### config.mk
export PLATFORM = sky130hd
export DESIGN_NAME = e2t_cell
export DESIGN_NICKNAME = d
export VERILOG_FILES = /design/src/hw/rtl/exp2_taylor_unit_core_defines.svh /design/src/hw/rtl/e2t_pkg.sv /design/src/hw/rtl/e2t_cell.sv
export SDC_FILE = /design/constraint.sdc
export NUM_CORES = 2
export LEC_CHECK = 0
export BUFFER_PORTS_ARGS = -buffer_cell sky130_fd_sc_hd__buf_4
export CAP_MARGIN = 20
export CELL_PAD_IN_SITES_DETAIL_PLACEMENT = 2
export CELL_PAD_IN_SITES_GLOBAL_PLACEMENT = 2
export CORE_AREA = 2 2 331 365
export CTS_CLUSTER_SIZE = 10
export DETAILED_ROUTE_END_ITERATION = 12
export DIE_AREA = 0 0 333 367
export HOLD_SLACK_MARGIN = 0.12
export PLACE_DENSITY = 0.8
export SYNTH_ARGS = -nofsm -noshare
export SYNTH_HDL_FRONTEND = slang
export SYNTH_SLANG_ARGS = --single-unit
### constraint.sdc
create_clock -name clk -period 4.25 [get_ports clk]
set_input_delay 0.2125 -clock clk [delete_from_list [all_inputs] [get_ports clk]]
set_output_delay 0.2125 -clock clk [all_outputs]
set_load 0.1 [all_outputs]
### src/hw/rtl/exp2_taylor_unit_core_defines.svh
// Assertion macros shared by the exp2 Taylor unit RTL.
// Expects signals clk and arst_n in the scope of each use.
`ifndef EXP2_TAYLOR_UNIT_CORE_DEFINES_SVH
`define EXP2_TAYLOR_UNIT_CORE_DEFINES_SVH

// Same-cycle implication.
`define E2T_ASSERT_IMPL(LBL, ANTE, CONS, MSG) \
	LBL: assert property (@(posedge clk) disable iff (!arst_n) (ANTE) |-> (CONS)) else $error(MSG);

// Next-cycle implication.
`define E2T_ASSERT_NEXT(LBL, ANTE, CONS, MSG) \
	LBL: assert property (@(posedge clk) disable iff (!arst_n) (ANTE) |=> (CONS)) else $error(MSG);

`endif

### src/hw/rtl/e2t_pkg.sv
// Package for the exp2 Taylor unit: widths, constants and link types.
// No dependencies; used by every other RTL file but the defines header.
package e2t_pkg;

	localparam int unsigned POWER_W = 32;
	localparam int unsigned MANT_W  = 32;
	localparam int unsigned EXP_W   = 12;
	localparam int unsigned LIMIT_W = 12;
	localparam int unsigned TERM_W  = 32;
	localparam int unsigned SUM_W   = 36;

	localparam int unsigned TAYLOR_TERMS_DEF  = 16;
	localparam int unsigned FRACTION_BITS_DEF = 20;

	// round(ln2 * 2^32)
	localparam logic [TERM_W-1:0] LN2_Q32 = 32'd2977044472;
	// 1.0 in Q32, start of the series sum
	localparam logic signed [SUM_W-1:0] ONE_Q32 = 36'sh1_0000_0000;

	localparam logic [EXP_W-1:0]        EXP_SAT_MAG = 12'h800;
	localparam logic signed [EXP_W-1:0] EXP_MAX     = 12'sh7FF;

	localparam logic signed [LIMIT_W-1:0] OVF_LIMIT_RST = 12'sd1024;
	localparam logic signed [LIMIT_W-1:0] UNF_LIMIT_RST = -12'sd1021;

	typedef struct packed {
		logic                    neg;
		logic                    ovf;
		logic                    unf;
		logic signed [EXP_W-1:0] exponent;
	} e2t_ctl_t;

	// What moves from cell to cell: control, |y|, pending term, partial sum.
	typedef struct packed {
		e2t_ctl_t                ctl;
		logic [TERM_W-1:0]       ymag;
		logic [TERM_W-1:0]       term;
		logic signed [SUM_W-1:0] sum;
	} e2t_link_t;

endpackage

### src/hw/rtl/e2t_cell.sv
// One Taylor cell: folds in the pending term, then builds the next term
// t = round(round(t*|y| / 2^32) / INDEX). Four stages. Depends on e2t_pkg.
module e2t_cell import e2t_pkg::*; #(
	parameter int unsigned INDEX = 2
) (
	input  logic      clk,
	input  logic      arst_n,
	input  logic      en,
	input  logic      up_valid,
	input  e2t_link_t up,
	output logic      dn_valid,
	output e2t_link_t dn
);

	localparam int unsigned C = $clog2(INDEX);
	localparam int unsigned K = TERM_W + C;
	// floor(2^K / INDEX); quotient from it is low by at most one
	localparam logic [TERM_W:0]   RECIP   = (TERM_W+1)'(((2*TERM_W+6)'(1) << K) / INDEX);
	localparam logic [TERM_W-1:0] HALF    = TERM_W'(INDEX / 2);
	localparam logic [TERM_W-1:0] DIVISOR = TERM_W'(INDEX);
	// pending term carries index INDEX-1; odd indexes subtract for negative y
	localparam bit PEND_ODD = ((INDEX - 1) % 2) == 1;

	logic signed [SUM_W-1:0]  term_ext, sum_next;
	logic [2*TERM_W:0]        rnd;
	logic [2*TERM_W:0]        qprod;
	logic [TERM_W-1:0]        rem, q;

	logic                     valid_s1, valid_s2, valid_s3, valid_s4;
	e2t_link_t                link_s1, link_s2, link_s3, link_s4;
	logic [2*TERM_W-1:0]      prod_s1;
	logic [TERM_W-1:0]        n_s2, n_s3, q0_s3;

	always_comb begin
		term_ext = SUM_W'(up.term);
		sum_next = (PEND_ODD && up.ctl.neg) ? up.sum - term_ext : up.sum + term_ext;
	end

	always_comb begin
		// < 2^32 once the index is two or more, so the truncation is exact
		rnd   = (2*TERM_W+1)'(prod_s1) + (2*TERM_W+1)'(33'h0_8000_0000);
		qprod = (2*TERM_W+1)'(n_s2) * (2*TERM_W+1)'(RECIP);
		rem   = n_s3 - TERM_W'(q0_s3 * DIVISOR);
		q     = (rem >= DIVISOR) ? q0_s3 + TERM_W'(1) : q0_s3;
	end

	always_ff @(posedge clk or negedge arst_n) begin
		if (!arst_n) begin
			valid_s1 <= 1'b0;
			valid_s2 <= 1'b0;
			valid_s3 <= 1'b0;
			valid_s4 <= 1'b0;
		end else if (en) begin
			valid_s1 <= up_valid;
			valid_s2 <= valid_s1;
			valid_s3 <= valid_s2;
			valid_s4 <= valid_s3;
		end
	end

	always_ff @(posedge clk) begin
		if (en) begin
			link_s1.ctl  <= up.ctl;
			link_s1.ymag <= up.ymag;
			link_s1.term <= up.term;
			link_s1.sum  <= sum_next;
			prod_s1      <= (2*TERM_W)'(up.term) * (2*TERM_W)'(up.ymag);

			link_s2 <= link_s1;
			n_s2    <= TERM_W'(rnd >> TERM_W) + HALF;

			link_s3 <= link_s2;
			n_s3    <= n_s2;
			q0_s3   <= TERM_W'(qprod >> K);

			link_s4.ctl  <= link_s3.ctl;
			link_s4.ymag <= link_s3.ymag;
			link_s4.sum  <= link_s3.sum;
			link_s4.term <= q;
		end
	end

	assign dn_valid = valid_s4;
	assign dn       = link_s4;

endmodule

==> impl_summary.log, run 1 <==
[metrics] outcome: did not finish
[metrics] Exit stage: global routing
[metrics] error that ended the run: [ERROR GRT-0232] Routing congestion too high. Check the congestion heatmap in the GUI.
[metrics] Cell variety after synth: 80
[metrics] worst endpoint type: sequential cell input
[metrics] area of the mapped netlist: 50610 sq um
[metrics] dominant cell type by area after synthesis: sky130_fd_sc_hd__fa_1
[metrics] maximum number of buffers from clock root to sink: 3
[metrics] total of warnings raised by yosys: 0
[metrics] number of top-level design ports: 235
[metrics] Starting Density: a little over two fifths
[metrics] total global routing track utilization: roughly two thirds
[metrics] flip-flop and latch count after synthesis: 462
[metrics] Synth Area per Inst: 10.82 sq um
[metrics] critical endpoint after global-route timing repair: prod_s1[51]$_DFFE_PP_/D
[metrics] most area-consuming cells after synthesis: sky130_fd_sc_hd__fa_1 35%, sky130_fd_sc_hd__edfxtp_1 27%, sky130_fd_sc_hd__and2_1 7.6%, sky130_fd_sc_hd__ha_1 7.4%, sky130_fd_sc_hd__inv_1 6.6%
[metrics] asr flop ratio synth: 0.8658%
[metrics] cell at the root of the clock tree: sky130_fd_sc_hd__clkbuf_16
[metrics] number of sinks handled by clock tree synthesis: 462
[metrics] primary flip-flop cell chosen by synthesis mapping: sky130_fd_sc_hd__edfxtp_1
[metrics] y dimension of the die: about 370 microns
[metrics] Post-Place Setup Slack: -4.365 ns
[metrics] Overflow after GRT: 33
[metrics] HPWL Detailed: 165300 microns
[metrics] TritonCTS buffer count: 55
[metrics] row count: ~130
[metrics] Die Wd: 333 microns
[metrics] portion of the post-synthesis area used by sequential elements: between 20% and 30%
[metrics] Syn Nets: between 5000 and 6000
[metrics] routability cong.: 0.8725
[metrics] top-area cell type share of the netlist area: 35.44%
[metrics] pin count of the biggest net entering global routing: 90
[metrics] count of input and output buffers: 233
[metrics] Mapped Cells: 4677
[metrics] number of H-tree levels: 2
[metrics] EDFF count, synth: around 460
metrics by stage:
stage               cells  area, sq um
detailed placement   6717        57620
floorplan            4677        51220
global placement     6717        57620
CTS                  6894        61760
cells in the mapped netlist (11+ instances only):
| cell type | instances |
|---|---|
| sky130_fd_sc_hd__fa_1 | 896 |
| sky130_fd_sc_hd__inv_1 | 894 |
| sky130_fd_sc_hd__and2_1 | 613 |
| sky130_fd_sc_hd__nand2_1 | 501 |
| sky130_fd_sc_hd__edfxtp_1 | 458 |
| sky130_fd_sc_hd__ha_1 | 298 |
| sky130_fd_sc_hd__clkbuf_1 | 223 |
| sky130_fd_sc_hd__xnor2_1 | 122 |
| sky130_fd_sc_hd__a21oi_1 | 112 |
| sky130_fd_sc_hd__nor2_1 | 97 |
| sky130_fd_sc_hd__o21ai_0 | 61 |
| sky130_fd_sc_hd__a21o_1 | 59 |
| sky130_fd_sc_hd__nand3_1 | 35 |
| sky130_fd_sc_hd__xor2_1 | 30 |
| sky130_fd_sc_hd__nor3_1 | 25 |
| sky130_fd_sc_hd__nand4_1 | 23 |
| sky130_fd_sc_hd__nor2b_1 | 16 |
| sky130_fd_sc_hd__o21bai_1 | 15 |
| sky130_fd_sc_hd__nand2b_1 | 13 |
| sky130_fd_sc_hd__nor4_1 | 13 |
| sky130_fd_sc_hd__o21a_1 | 12 |
| sky130_fd_sc_hd__a31oi_1 | 11 |
layer usage:
| metal | global-route usage [%] | overflow |
|---|---|---|
| met1 | 63.43 | 0 |
| met2 | 84.15 | 16 |
| met3 | 51.72 | 0 |
| met4 | 66.59 | 17 |
| met5 | 30.38 | 0 |
timing repair:
| action | 4_1_cts |
|---|---|
| setup endpoints to repair | 46 |
| hold endpoints to repair | 34 |
| setup buffers | 56 |
| pin swaps | 137 |
| resized for setup | 361 |
| cloned | 10 |
| hold buffers | 32 |
kinds of logic after synthesis:
group,Yosys count,synth area share (%)
other,1,0.007409
AOI/OAI and AO/OA,342,4.289
xor gates and xnor gates,152,2.630
DFF,462,27.37
adders and majority gates,1196,42.84
muxes,6,0.1285
and+or+nand+nor,1387,14.29
buffers and inverters,1131,8.437
==> run 2, diff against run 1 <==
==> config.mk (replaced) <==
export PLATFORM = sky130hd
export DESIGN_NAME = e2t_cell
export DESIGN_NICKNAME = d
export VERILOG_FILES = /design/src/hw/rtl/exp2_taylor_unit_core_defines.svh /design/src/hw/rtl/e2t_pkg.sv /design/src/hw/rtl/e2t_cell.sv
export SDC_FILE = /design/constraint.sdc
export NUM_CORES = 2
export LEC_CHECK = 0
export BUFFER_PORTS_ARGS = -buffer_cell sky130_fd_sc_hd__buf_4
export CAP_MARGIN = 20
export CORE_AREA = 2 2 414 416
export DETAILED_ROUTE_END_ITERATION = 12
export DIE_AREA = 0 0 416 418
export PLACE_DENSITY_LB_ADDON = 0.15
export SYNTH_ARGS = -nofsm -noshare
export SYNTH_HDL_FRONTEND = slang
export SYNTH_SLANG_ARGS = --single-unit
==> run 2 against run 1 <==
Synthesized cell count unchanged. The flow now finishes, with violations (negative setup slack). Synthesized area unchanged.
==> impl_summary.log, run 2 <==
[metrics] TritonCTS buffer count: 57
[metrics] total global routing track utilization: 16.98%
[metrics] most common cell after layout, fill and taps aside: sky130_fd_sc_hd__inv_1
[metrics] EDFF count, synth: 458
[metrics] most used cell along the critical path: sky130_fd_sc_hd__fa_2
[metrics] total routed wirelength: 146100 microns
[metrics] maximum fanout count along the critical path: 26
[metrics] detailed-route via count: 34280
[metrics] via count of the first global-routing pass: ~37000
[metrics] outcome: finished with violations
[metrics] total of warnings raised by yosys: 0
[metrics] Overflow after GRT: 0
[metrics] final instance area: 63410 sq um
[metrics] drt first pass iters: 5
[metrics] most area-consuming cells after synthesis: sky130_fd_sc_hd__fa_1 35%, sky130_fd_sc_hd__edfxtp_1 27%, sky130_fd_sc_hd__and2_1 7.6%, sky130_fd_sc_hd__ha_1 7.4%, sky130_fd_sc_hd__inv_1 6.6%
[metrics] Mapped Cells: 4677
[metrics] Data required, critical path: 4.70 ns
[metrics] y dimension of the die: 418 microns
[metrics] cell at the root of the clock tree: sky130_fd_sc_hd__clkbuf_16
[metrics] dominant cell type by area after synthesis: sky130_fd_sc_hd__fa_1
[metrics] Clock Skews: 0.03190 ns
[metrics] via/cell ratio: 4.487
[metrics] number of antenna-violating nets in the routed design: 0
[metrics] initial drt markers: 1674
[metrics] Post-Place Setup Slack: -3.304 ns
[metrics] highest-count cells in the layout ignoring fill and taps: 854 x sky130_fd_sc_hd__inv_1, 843 x sky130_fd_sc_hd__fa_1, 723 x sky130_fd_sc_hd__buf_4
[metrics] global-route wire length before repair: 225700 microns
[metrics] number of top-level design ports: 235
[metrics] clock latency reported for the late side of the worst-skew pair: 0.71 ns
[metrics] CTS tree: built
[metrics] CP max-delay cell: sky130_fd_sc_hd__fa_2
[metrics] row count: 151
[metrics] Final setup violation count: 33
[metrics] number of failing hold endpoints at the final stage: 0
[metrics] placed cell area: 59020 sq um
[metrics] actual transition at the worst max-transition pin: 0.9274 ns
[metrics] Pins Over Slew Limit: 0
[metrics] type of destination of the critical path: register
[metrics] Die Wd: 416 microns
[metrics] share of final-layout standard cells stronger than drive strength 1: 22.27%
[metrics] count of input and output buffers: 233
[metrics] number of sinks handled by clock tree synthesis: around 460
[metrics] Clock transition at path regs: 0.07 ns
[metrics] routability cong.: ~0.83
[metrics] Worst Hold Class: primary input to register
[metrics] critical path arrival: 7.11 ns
[metrics] asr flop ratio synth: 0.8658%
[metrics] library cell with the highest instance count after synthesis: sky130_fd_sc_hd__fa_1
[metrics] area of the mapped netlist: 50610 sq um
[metrics] layout net count: 6687
[metrics] portion of the post-synthesis area used by sequential elements: 27.37%
[metrics] core area: 169100 sq um
[metrics] post-detailed-route wirelength per cell: ~19 microns
[metrics] number of H-tree levels: 2
[metrics] HPWL Detailed: 119800 microns
[metrics] maximum number of buffers from clock root to sink: 3
[metrics] maximum achievable frequency: 0.1502 GHz
[metrics] stage delay of the slowest cell on the critical path: 0.59 ns
[metrics] pin count of the biggest net entering global routing: 95
[metrics] max-cap check violation count: 0
[metrics] area growth from synthesis to final layout: 25.28%
[metrics] Critical Path Source Type: primary input
[metrics] initial antenna violation count: 4
[metrics] Synth Area per Inst: 10.82 sq um
[metrics] final cycle utilization of the critical path: 156.6%
[metrics] crit path setup slack, layout: -2.407 ns
[metrics] unrepaired setup endpoints after global routing: yes
[metrics] most used standard cells in the synthesized netlist: 896 x sky130_fd_sc_hd__fa_1, 894 x sky130_fd_sc_hd__inv_1, 613 x sky130_fd_sc_hd__and2_1, 501 x sky130_fd_sc_hd__nand2_1, 458 x sky130_fd_sc_hd__edfxtp_1
[metrics] Syn Nets: about 6000
[metrics] flip-flop and latch count after synthesis: approximately 460
[metrics] flip-flop count of the largest register, all copies and words added: 114
[metrics] Cell variety after synth: 80
[metrics] primary flip-flop cell chosen by synthesis mapping: sky130_fd_sc_hd__edfxtp_1
[metrics] failing checks: negative setup slack
[metrics] normalized max-slew margin: between 30% and 40%
[metrics] DIE AREA: 173900 sq um
[metrics] Starting Density: 29.93%
[metrics] critical path class: primary input to register
[metrics] number of remaining DRC errors: 0
[metrics] shortest period the worst path allows: 6.657 ns
[metrics] top-area cell type share of the netlist area: roughly 35%
==> run 2: critical path: cells and delay by family <==
kind / cells / cell delay (ns)
buf+inv: 5 / 0.87
compound gates: 5 / 1.14
fa+ha+maj: 9 / 4.21
simple gates: 5 / 0.55
xor+xnor: 1 / 0.07
==> run 2: kinds of logic after synthesis <==
kind of cell	after synthesis	share of synthesized area [%]
simple gates	1387	14.29
fa+ha+maj	1196	42.84
xor+xnor	152	2.630
other cells	1	0.007409
flops	462	27.37
compound gates	342	4.289
mux	6	0.1285
buf+inv	1131	8.437
==> run 2: worst paths after layout <==
kind | end | from | slack, ns | cells past startpoint
worst max-delay path | prod_s1[38] | up[37] | -2.41 | 25
worst min-delay path | link_s1[72] | up[72] | 0.04 | 2
worst max register to register | n_s2[23] | prod_s1[31] | 0.75 | 11
worst min register to register | dn[14] | link_s3[14] | 0.40 | 0
max in group asynchronous | dn_valid | arst_n | 3.67 | 3
min in group asynchronous | valid_s1 | arst_n | 0.40 | 3
==> run 2: metal layers <==
layer	track usage (%)	part of all wire [%]	vias up
li1	-	-	15820
met1	22.06	43	17870
met2	30.54	52	447
met3	1.426	2.4	146
met4	3.994	2.4	0
met5	0	0	-
==> run 2: metrics by stage <==
step | setup TNS (ns) | util, % | hold slack, ns | instances
CTS | -70.25 | 37.15 | 0.002850 | 7616
detailed placement | -110.47 | 34.90 | 0.01381 | 7433
global route | -78.33 | 37.50 | 0.01751 | 7640
finish | -73.22 | 37.50 | 0.03808 | 7640
floorplan | -78.20 | - | -0.08309 | 4677
global placement | -109.16 | 34.90 | 0.01140 | 7433
==> run 2: cell type report <==
type | count | area, sq um
fillers | 16850 | 105700
multi-input cells | 3084 | 33760
flip-flops and latches | 462 | 13850
repair buffers | 875 | 7746
inverters | 894 | 3356
well taps | 2218 | 2775
clock buffers | 67 | 1474
clock inverters | 38 | 445.4
diodes | 2 | 5.005
==> run 2: timing repair <==
| action | CTS | global route |
|---|---|---|
| setup endpoints to repair | 39 | 43 |
| gates resized for setup | 262 | 108 |
| hold buffers | 33 | 0 |
| cloned | 6 | 4 |
| hold endpoints to repair | 35 | 0 |
| pin swaps | 134 | 62 |
| setup buffers | 44 | 24 |
Power of run 2 is not shown: default switching activity piles up to over one toggle a cycle in this logic, so the estimate is an artifact.
